## src/sv/svrd_pkg.sv

```systemverilog
package svrd_pkg;

    localparam int CountBits = 32;
    localparam int FifoDepth = 4;
    localparam int FifoAw = $clog2(FifoDepth);

    typedef enum logic [1:0] {
        PH_HEADER,
        PH_COUNT,
        PH_VALUE
    } phase_t;

    typedef enum logic [1:0] {
        REG_VECTOR_LENGTH = 2'd0,
        REG_SWAP_BYTE_ORDER = 2'd1,
        REG_MISSING_VALUE_BITS = 2'd2
    } reg_index_t;

    typedef struct packed {
        logic [63:0] value_bits;
        logic [31:0] repeat_count;
        logic        vector_done;
        logic        last_for_byte;
        logic        error_code;
    } res_t;

    localparam logic [63:0] OneBits = 64'h3FF0_0000_0000_0000;
    localparam logic [63:0] MissingReset = 64'd9221120237041090560;
    localparam logic [4:0] CodeCount1 = 5'd0;
    localparam logic [4:0] CodeCount2 = 5'd30;
    localparam logic [4:0] CodeCount4 = 5'd31;
    localparam logic [1:0] TypeOnes = 2'd0;
    localparam logic [1:0] TypeByte = 2'd1;
    localparam logic [1:0] TypeFloat = 2'd2;

endpackage

```

## src/sv/sparse_vector_run_decoder_core.sv

```systemverilog
// Order: a result caused by a byte is registered into the result queue at the byte's transaction
//   and shows on the m_ side once all earlier results are taken; a second result follows its first.
// Throughput: one byte per cycle while results drain; a four-entry result queue takes up to
//   two results per byte and holds s_ready low when fewer than two entries are free.
// Reset (aresetn low, synchronous): parser back to expecting a header, queue emptied,
//   registers back to vector_length 1, no byte swap, missing value a quiet NaN.
module sparse_vector_run_decoder_core
    import svrd_pkg::*;
(
    input  logic        aclk,
    input  logic        aresetn,
    // configuration write channel
    input  logic        cfg_valid,
    output logic        cfg_ready,
    input  logic [1:0]  cfg_index,
    input  logic [63:0] cfg_data,
    // compressed byte stream
    input  logic        s_valid,
    output logic        s_ready,
    input  logic [7:0]  s_in_byte,
    // decoded results
    output logic        m_valid,
    input  logic        m_ready,
    output logic [63:0] m_value_bits,
    output logic [31:0] m_repeat_count,
    output logic        m_vector_done,
    output logic        m_last_for_byte,
    output logic        m_error_code
);

    // Widen a float to a double exactly; subnormals are normalized by a priority search.
    function automatic logic [63:0] widen_float(input logic [31:0] f);
        logic [7:0]  e;
        logic [22:0] m;
        logic [4:0]  p;
        logic [22:0] m_sh;
        logic [63:0] r;
        e = f[30:23];
        m = f[22:0];
        p = '0;
        for (int i = 0; i < 23; i++) begin
            if (m[i]) begin
                p = 5'(i);
            end
        end
        m_sh = m << (5'd22 - p);
        if (e == 8'hFF) begin
            if (m == '0) begin
                r = {f[31], 11'h7FF, 52'd0};
            end else begin
                // quiet bit set, payload moved up into the double mantissa
                r = {f[31], 11'h7FF, 1'b1, m[21:0], 29'd0};
            end
        end else if (e == 8'd0) begin
            if (m == '0) begin
                r = {f[31], 63'd0};
            end else begin
                r = {f[31], 11'(11'd874 + 11'(p)), m_sh[21:0], 30'd0};
            end
        end else begin
            r = {f[31], 11'(11'(e) + 11'd896), m, 29'd0};
        end
        return r;
    endfunction

    // Signed byte to double; code -128 maps to the configured missing value.
    function automatic logic [63:0] byte_to_double(input logic [7:0] b,
                                                   input logic [63:0] missing);
        logic [7:0]  mag;
        logic [2:0]  p;
        logic [6:0]  mag_sh;
        logic [63:0] r;
        mag = b[7] ? 8'(8'd0 - b) : b;
        p = '0;
        for (int i = 0; i < 7; i++) begin
            if (mag[i]) begin
                p = 3'(i);
            end
        end
        mag_sh = mag[6:0] << (3'd6 - p);
        if (b == 8'h80) begin
            r = missing;
        end else if (mag == '0) begin
            r = '0;
        end else begin
            r = {b[7], 11'(11'd1023 + 11'(p)), mag_sh[5:0], 46'd0};
        end
        return r;
    endfunction

    // configuration registers
    logic [31:0] vlen_reg;
    logic        swap_reg;
    logic [63:0] missing_reg;

    // parser state
    phase_t      phase_reg, phase_next;
    logic [7:0]  hdr_reg, hdr_next;
    logic [31:0] acc_reg, acc_next;
    logic [2:0]  idx_reg, idx_next;
    logic [63:0] val_reg, val_next;
    logic [31:0] left_reg, left_next;
    logic [31:0] rem_reg, rem_next;
    logic        clamp_reg, clamp_next;

    // result queue
    res_t              fifo_reg [FifoDepth];
    logic [FifoAw-1:0] wr_ptr_reg, rd_ptr_reg;
    logic [FifoAw:0]   count_reg;

    // working values of one byte
    logic        accept;
    logic        pop;
    logic        fin_go;
    logic [31:0] fin_n;
    logic        fin_stop;
    logic [31:0] rem_w;
    logic [7:0]  hdr_w;
    logic [31:0] acc_w;
    logic [63:0] val_w;
    logic [31:0] left_w;
    logic [2:0]  cidx_inc;
    logic [3:0]  vidx_inc;
    logic [2:0]  csize;
    logic [3:0]  vsize;
    logic        run_clamp;
    logic [31:0] take;
    logic [63:0] bits;
    logic        e0_v, e1_v;
    res_t        e0, e1;
    logic [1:0]  push_cnt;

    assign cfg_ready = 1'b1;
    assign accept = s_valid && s_ready;
    assign pop = m_valid && m_ready;
    // keep room for the two results a single byte may cause
    assign s_ready = (count_reg <= (FifoAw + 1)'(FifoDepth - 2));
    assign m_valid = (count_reg != '0);

    assign m_value_bits    = fifo_reg[rd_ptr_reg].value_bits;
    assign m_repeat_count  = fifo_reg[rd_ptr_reg].repeat_count;
    assign m_vector_done   = fifo_reg[rd_ptr_reg].vector_done;
    assign m_last_for_byte = fifo_reg[rd_ptr_reg].last_for_byte;
    assign m_error_code    = fifo_reg[rd_ptr_reg].error_code;

    always_comb begin
        phase_next = phase_reg;
        acc_next   = acc_reg;
        idx_next   = idx_reg;
        val_next   = val_reg;
        left_next  = left_reg;
        clamp_next = clamp_reg;
        hdr_w      = hdr_reg;
        rem_w      = rem_reg;
        fin_go     = 1'b0;
        fin_n      = '0;
        fin_stop   = 1'b0;
        acc_w      = acc_reg;
        val_w      = val_reg;
        left_w     = left_reg;
        run_clamp  = 1'b0;
        take       = '0;
        bits       = '0;
        e0_v       = 1'b0;
        e1_v       = 1'b0;
        e0         = '0;
        e1         = '0;
        cidx_inc   = 3'({1'b0, idx_reg[1:0]} + 3'd1);
        vidx_inc   = 4'({1'b0, idx_reg} + 4'd1);
        unique case (hdr_reg[4:0])
            CodeCount1: csize = 3'd1;
            CodeCount2: csize = 3'd2;
            default:    csize = 3'd4;
        endcase
        unique case (hdr_reg[6:5])
            TypeByte:  vsize = 4'd1;
            TypeFloat: vsize = 4'd4;
            default:   vsize = 4'd8;
        endcase

        if (accept) begin
            unique case (phase_reg)
                PH_HEADER: begin
                    // start of a vector: load the length, zero counts as one
                    if (rem_reg == '0) begin
                        rem_w = (vlen_reg == '0) ? 32'd1 : vlen_reg;
                    end
                    hdr_w = s_in_byte;
                    if (s_in_byte[4:0] == CodeCount1 || s_in_byte[4:0] == CodeCount2 ||
                        s_in_byte[4:0] == CodeCount4) begin
                        phase_next = PH_COUNT;
                        idx_next   = '0;
                        acc_next   = '0;
                    end else begin
                        fin_go = 1'b1;
                        fin_n  = {27'd0, s_in_byte[4:0]};
                    end
                end
                PH_COUNT: begin
                    if (swap_reg) begin
                        acc_w = {acc_reg[23:0], s_in_byte};
                    end else begin
                        acc_w = acc_reg | (32'(s_in_byte) << {idx_reg[1:0], 3'b000});
                    end
                    acc_next = acc_w;
                    idx_next = cidx_inc;
                    if (cidx_inc >= csize) begin
                        fin_go   = 1'b1;
                        fin_n    = 32'(acc_w[CountBits-1:0]);
                        idx_next = '0;
                    end
                end
                PH_VALUE: begin
                    if (swap_reg) begin
                        val_w = {val_reg[55:0], s_in_byte};
                    end else begin
                        val_w = val_reg | (64'(s_in_byte) << {idx_reg, 3'b000});
                    end
                    if (vidx_inc >= vsize) begin
                        priority case (vsize)
                            4'd1:    bits = byte_to_double(val_w[7:0], missing_reg);
                            4'd4:    bits = widen_float(val_w[31:0]);
                            default: bits = val_w;
                        endcase
                        val_next = '0;
                        idx_next = '0;
                        left_w = (left_reg != '0) ? 32'(left_reg - 32'd1) : left_reg;
                        rem_w  = (rem_reg != '0) ? 32'(rem_reg - 32'd1) : rem_reg;
                        e0_v = 1'b1;
                        e0.value_bits   = bits;
                        e0.repeat_count = 32'd1;
                        e0.vector_done  = (rem_w == '0);
                        e0.error_code   = (rem_w == '0) && clamp_reg;
                        if (left_w == '0 || rem_w == '0) begin
                            left_next  = '0;
                            clamp_next = 1'b0;
                            phase_next = PH_HEADER;
                        end else begin
                            left_next = left_w;
                        end
                    end else begin
                        val_next = val_w;
                        idx_next = vidx_inc[2:0];
                    end
                end
                default: begin
                    phase_next = PH_HEADER;
                end
            endcase

            // count is known: emit the zero run if header bit 7 is set, then the ones run or open the values
            if (fin_go) begin
                phase_next = PH_HEADER;
                if (hdr_w[7]) begin
                    if (fin_n != '0) begin
                        run_clamp = fin_n > rem_w;
                        take  = run_clamp ? rem_w : fin_n;
                        rem_w = 32'(rem_w - take);
                        e0_v = 1'b1;
                        e0.value_bits   = '0;
                        e0.repeat_count = take;
                        e0.vector_done  = (rem_w == '0);
                        e0.error_code   = run_clamp;
                    end
                    // zeros that end the vector drop the trailing value
                    fin_stop = (rem_w == '0);
                    fin_n    = 32'd1;
                end
                if (!fin_stop && fin_n != '0) begin
                    run_clamp = fin_n > rem_w;
                    take = run_clamp ? rem_w : fin_n;
                    if (hdr_w[6:5] == TypeOnes) begin
                        rem_w = 32'(rem_w - take);
                        if (e0_v) begin
                            e1_v = 1'b1;
                            e1.value_bits   = OneBits;
                            e1.repeat_count = take;
                            e1.vector_done  = (rem_w == '0);
                            e1.error_code   = run_clamp;
                        end else begin
                            e0_v = 1'b1;
                            e0.value_bits   = OneBits;
                            e0.repeat_count = take;
                            e0.vector_done  = (rem_w == '0);
                            e0.error_code   = run_clamp;
                        end
                    end else begin
                        left_next  = take;
                        clamp_next = run_clamp;
                        idx_next   = '0;
                        val_next   = '0;
                        phase_next = PH_VALUE;
                    end
                end
            end

            // tag the final result of this byte
            if (e1_v) begin
                e1.last_for_byte = 1'b1;
            end else if (e0_v) begin
                e0.last_for_byte = 1'b1;
            end
        end

        hdr_next = hdr_w;
        rem_next = rem_w;
        push_cnt = {1'b0, e0_v} + {1'b0, e1_v};
    end

    // configuration writes; unknown indexes are dropped
    always_ff @(posedge aclk) begin
        if (!aresetn) begin
            vlen_reg    <= 32'd1;
            swap_reg    <= 1'b0;
            missing_reg <= MissingReset;
        end else if (cfg_valid && cfg_ready) begin
            priority case (cfg_index)
                REG_VECTOR_LENGTH:      vlen_reg    <= cfg_data[31:0];
                REG_SWAP_BYTE_ORDER:    swap_reg    <= cfg_data[0];
                REG_MISSING_VALUE_BITS: missing_reg <= cfg_data;
                default: ;
            endcase
        end
    end

    // parser state
    always_ff @(posedge aclk) begin
        if (!aresetn) begin
            phase_reg <= PH_HEADER;
            hdr_reg   <= '0;
            acc_reg   <= '0;
            idx_reg   <= '0;
            val_reg   <= '0;
            left_reg  <= '0;
            rem_reg   <= '0;
            clamp_reg <= 1'b0;
        end else begin
            phase_reg <= phase_next;
            hdr_reg   <= hdr_next;
            acc_reg   <= acc_next;
            idx_reg   <= idx_next;
            val_reg   <= val_next;
            left_reg  <= left_next;
            rem_reg   <= rem_next;
            clamp_reg <= clamp_next;
        end
    end

    // result queue payload
    always_ff @(posedge aclk) begin
        if (e0_v) begin
            fifo_reg[wr_ptr_reg] <= e0;
        end
        if (e1_v) begin
            fifo_reg[FifoAw'(wr_ptr_reg + 1'b1)] <= e1;
        end
    end

    // result queue pointers
    always_ff @(posedge aclk) begin
        if (!aresetn) begin
            wr_ptr_reg <= '0;
            rd_ptr_reg <= '0;
            count_reg  <= '0;
        end else begin
            wr_ptr_reg <= FifoAw'(wr_ptr_reg + FifoAw'(push_cnt));
            if (pop) begin
                rd_ptr_reg <= FifoAw'(rd_ptr_reg + 1'b1);
            end
            count_reg <= (FifoAw + 1)'(count_reg + (FifoAw + 1)'(push_cnt)
                                       - (FifoAw + 1)'(pop));
        end
    end

endmodule

```

## config.mk

```make
export PLATFORM = sky130hd
export DESIGN_NAME = sparse_vector_run_decoder_core
export DESIGN_NICKNAME = d
export VERILOG_FILES = /design/src/sv/svrd_pkg.sv /design/src/sv/sparse_vector_run_decoder_core.sv
export SDC_FILE = /design/constraint.sdc
export NUM_CORES = 2
export LEC_CHECK = 0
export ABC_AREA = 1
export BUFFER_PORTS_ARGS = -buffer_cell sky130_fd_sc_hd__buf_2
export CORE_ASPECT_RATIO = 1.75
export CORE_MARGIN = 10
export CORE_UTILIZATION = 40
export DETAILED_ROUTE_END_ITERATION = 10
export SLEW_MARGIN = 20
export SYNTH_ARGS = -nofsm -noshare
export SYNTH_HDL_FRONTEND = slang
export SYNTH_SLANG_ARGS = --single-unit
```

## constraint.sdc

```tcl
create_clock -name aclk -period 13.55 [get_ports aclk]
set_clock_uncertainty 0.2 [all_clocks]
set_input_delay 2.0325 -clock aclk [delete_from_list [all_inputs] [get_ports aclk]]
set_output_delay 2.0325 -clock aclk [all_outputs]
set_load 0.03 [all_outputs]
```

### Word level (Yosys, flattened, before mapping)

Memory sizes are Yosys's and may differ from the RTL's. A register that Yosys moved wholly into a read port is not among the register bits.
Index checks and enable logic that the tools add are counted.

* add/subtract/negate cells: 18
* magnitude comparators: 5
* eq/ne operators: 19
* shifts and indexed selects: 4
* muxes and demuxes: 170
* bitwise operators: 2
* reductions and logical operators: 35

Operators with widths (number)
* 32-bit two-way mux: 31
* 97-bit two-way mux: 9
* 64-bit two-way mux: 10
* 95-bit two-way mux: 4
* 32-bit zero test: 7
* 32-bit one-hot mux with 2 select lines: 3
* 63-bit two-way mux: 3
* 5-bit two-way mux: 26
* 64-bit one-hot mux with 2 select lines: 1
* 32-bit nonzero test: 4
* 99-bit two-way mux: 1
* 32-bit > comparator: 2
* 64-bit OR: 1
* 8-bit by 6-bit << shifter with 64-bit output: 1
* 32-bit by 1-bit subtractor with 32-bit output (second input constant): 2
* 32-bit subtractor: 2
* 52-bit two-way mux: 1
* 1-bit two-way mux: 50
* 3-bit two-way mux: 15
* 32-bit OR: 1
* 8-bit by 5-bit << shifter with 32-bit output: 1
* 8-bit two-way mux: 3
* 23-bit zero test: 1
* 23-bit by 5-bit << shifter with 22-bit output: 1
* 43 further kinds: 73

* flip-flop bits (word level): 278
* memory bits (writable): 396
* input bits: 79
* output and inout bits: 102
* word-level logic and storage cells: 269
* memories kept: 1

Memories
* fifo_reg: words 4, bits a word 99, read ports 1, clocked after Yosys merged registers in 1, write ports 2, line sparse_vector_run_decoder_core.sv:107 `res_t fifo_reg [FifoDepth];`

### Depth between registers and ports, before layout

* word-level depth: 46
* mapped depth: 94
* depth with buffers taken out: 90

### Worst setup path before layout

Ideal clock, no wire load.

* path kind: register to register
* from: register idx_reg[2]
* to: memory fifo_reg[0][2] (netlist bit), data pin
* setup time: 254 ps
* arrival time: 12314 ps
* required time: 13096 ps
* setup slack: 782 ps
* stages on the path, launching flop included: 84
* buffers on the path: 11
* period minus slack after synthesis: 12768 ps
* cells stage by stage: dfxtp_1 clkbuf_1 inv_1 clkbuf_1 clkbuf_1 buf_1 clkbuf_1 nor2_1 ha_1 a21oi_1 nand3_1 nand2_2 clkbuf_1 clkbuf_1 o21ai_0 a21oi_1 ha_1 nand2_1 [48 not listed] a21oi_1 nor2_1 nor2_1 nor2_1 nand3_1 nand2_1 nand2_1 nand2_1 nand3_2 nand2_1 nand2_1 nand2_1 a21oi_2 xor2_1 nor2_1 and2_2 nand3_1 nand2_1

RTL lines
* start, declared: line sparse_vector_run_decoder_core.sv:100 `logic [2:0] idx_reg, idx_next;`
* start signal, assigned: line sparse_vector_run_decoder_core.sv:341 `idx_reg <= idx_next;`
* end, declared: line sparse_vector_run_decoder_core.sv:107

==> impl_metrics.toml <==
[synthesis]
synth.distinct_cells = 79
syn_area_um2 = 44700
yosysSeqAreaShare_pct = 34.3
synthCells = 6626
synth-main-ff-cell = "dfxtp_1"
synth.avg_cell_area_um2 = 6.75
synth_edf_count = 180
synth_warnings = 0
async_flop_share_pct = 0
synth_fp_nets = 6839
yosys_register_bits = 676

[final_layout]
final_common_cell = "nand2_1"
fin_area_um2 = 52500
nets = 7184
syn_to_final_growth_pct = 17.3
drive_above_1_share_pct = 15.6
largest_reg_flops = 396
layout_common_cells = "nand2_1, nor2_1, o21ai_0"

[critical_path]
cp_slowest_stage_delay_ps = 440
critPathSlowestCell = "fa_1"
crit_type = "reg2reg"
crit_path_start_kind = "register"
cp-end-kind = "register"
critical_path_required_ps = 13810
critical_path.most_common_cell = "nand2_1"
cp_max_fo = 32
worst_ep_arrival_time_ps = 12940

[sta]
hold_viol = 0
max_slew_margin_pct = 18.8
max_freq_ghz = 0.0788
finalCritPeriodShare_pct = 93.6
period_needed_ps = 12680
worstMarginPinSlew_ps = 1210
setup_viol = 0
drv_slew = 0

[floorplan]
die_h_um = 462
ioPinCount = 181
die_x_um = 273
start_util_pct = 40.2
die_area_um2 = 126000
core_area_um2 = 111000
num_rows = 162

[run]
cap_viol_max_count = 0

[global_routing]
grt_pass1_wl_um = 327000
grt_max_degree = 112
antenna_found_initial = 5
grtUsageTotal_pct = 34.9
grt_pass1_vias = 47600
grt_overflow = 0
grt_use_met2_pct = 58.9
met1_usage_pct = 37.6
use_met3_pct = 4.68
grt.busiest_layer = "met2"

[drt]
wl_um = 229000
wl_per_cell_um = 26.9
antenna_left = 0
drtPass1Iterations = 6
first_iter_violations = 5484
drc_errors = 0
vias_per_cell = 5.89
vias = 50200

[placement]
placed_area_um2 = 49700
dp_hpwl_um = 166000
gp_congestion = 1.07
portBuffers = 179

[clock_tree]
htreeDepth = 3
path_clk_slew_ps = 60
cts-hold-fix-buffers = 0
clockRootBuffer = "clkbuf_16"
clk_latency_ps = 710
numClockSinks = 676
numCtsBuffers = 70
clock_path_buffers = 3
cts_tree = "built"

[status]
outcome = "complete, no violations"

[min_path]
hold_path.class = "reg2reg"
-- path summary, 6_finish.rpt --
| check | cells past startpoint | startpoint | to | slack [ps] |
|---|---|---|---|---|
| hold reg to reg | 2 | rd_ptr_reg[1] | register | 260 |
| hold / removal | 2 | rd_ptr_reg[1] | register | 260 |
| setup / recovery | 88 | hdr_reg[5] | fifo_reg[2][2] | 870 |
| setup reg to reg | 88 | hdr_reg[5] | fifo_reg[2][2] | 870 |
-- stage by stage --
step                      worst slack, ps  hold slack, ps  utilization [%]  instances  TNS (ps)
after floorplan                       782             224                -       6626         0
after global placement               70.5             242             44.6       8368         0
after detailed placement             -122             247             44.7       8369      -452
after CTS                             122             261             46.9       8499         0
after global routing                -31.4             278             47.2       8507      -120
final                                 868             260             47.2       8509         0
-- worst max-delay path: cells and delay by family (launching register included) --
family	cells	cell delay, ps
adder cells (fa/ha/maj)	7	2220
flip-flops	1	330
AO/OA/AOI/OAI	17	2630
AND/OR/NAND/NOR	44	4250
buffers and inverters	18	2390
XOR/XNOR	2	420
-- area by class of cell --
cell class,count,area [um2]
antenna,4,10.0
timing repair buffer,721,5040
inverter,577,2190
sequential,676,15300
clock buffer,96,2000
tap,1476,1850
multi-input combinational,4925,25600
clock inverter,34,480
fill,11600,58800
-- synthesized netlist by cell type, drive strengths merged, types with 2 or more instances --
master,n,area (um2)
edfxtp,180,5410
o221ai,18,158
a22oi,6,45.0
mux2i,2,20.0
a32oi,14,123
a41oi,2,17.5
buf,172,917
a21oi,409,2050
o21a,6,45.0
ha,131,1640
clkinv,12,46.3
o31ai,12,95.1
o221a,2,22.5
nor2,773,3050
a221oi,10,87.6
a21boi,7,52.6
o311ai,27,236
xor2,78,683
and3,3,18.8
o21ai,685,3430
xnor2,16,140
nand2,1466,5680
nand3b,8,76.3
nand3,545,2900
or2,7,43.8
and2,2,13.8
a311oi,9,78.8
o211ai,118,891
nor3,55,307
inv,565,2120
a211oi,26,200
nor2b,2,20.0
o22ai,306,1910
or4,2,15.0
fa,3,60.1
nor4,35,231
clkbuf,276,1040
nand4,68,440
a31oi,45,282
o32ai,4,35.0
nor3b,4,30.0
a21o,2,15.0
o21bai,12,93.8
dfxtp,496,9930
-- timing repair --
action | in CTS | in global routing
buffers inserted | 0 | 2
resized for setup | 0 | 53
setup endpoints to repair | 0 | 28
-- kinds of logic (layout without fill, tap and decap cells) --
kind of cell             count (synthesis)  in the layout  synth area share [%]
adder cells (fa/ha/maj)                134            134                  3.80
AND/OR/NAND/NOR                       2970           2970                  28.7
other                                    1              5               0.00838
flip-flops                             676            676                  34.3
buffers and inverters                 1025           1428                  9.21
XOR/XNOR                                94             94                  1.84
multiplexers                             2              2                0.0448
AO/OA/AOI/OAI                         1724           1724                  22.1
-- layer usage --
layer,routed length [um],part of all wire [%]
met1,79900,35
met2,109000,48
met3,14300,6.3
met4,25000,11
met5,13,0.0057
Power is left out: the tool's default activity adds up to more than one toggle a clock period on the data nets, which glitch-free logic cannot reach.
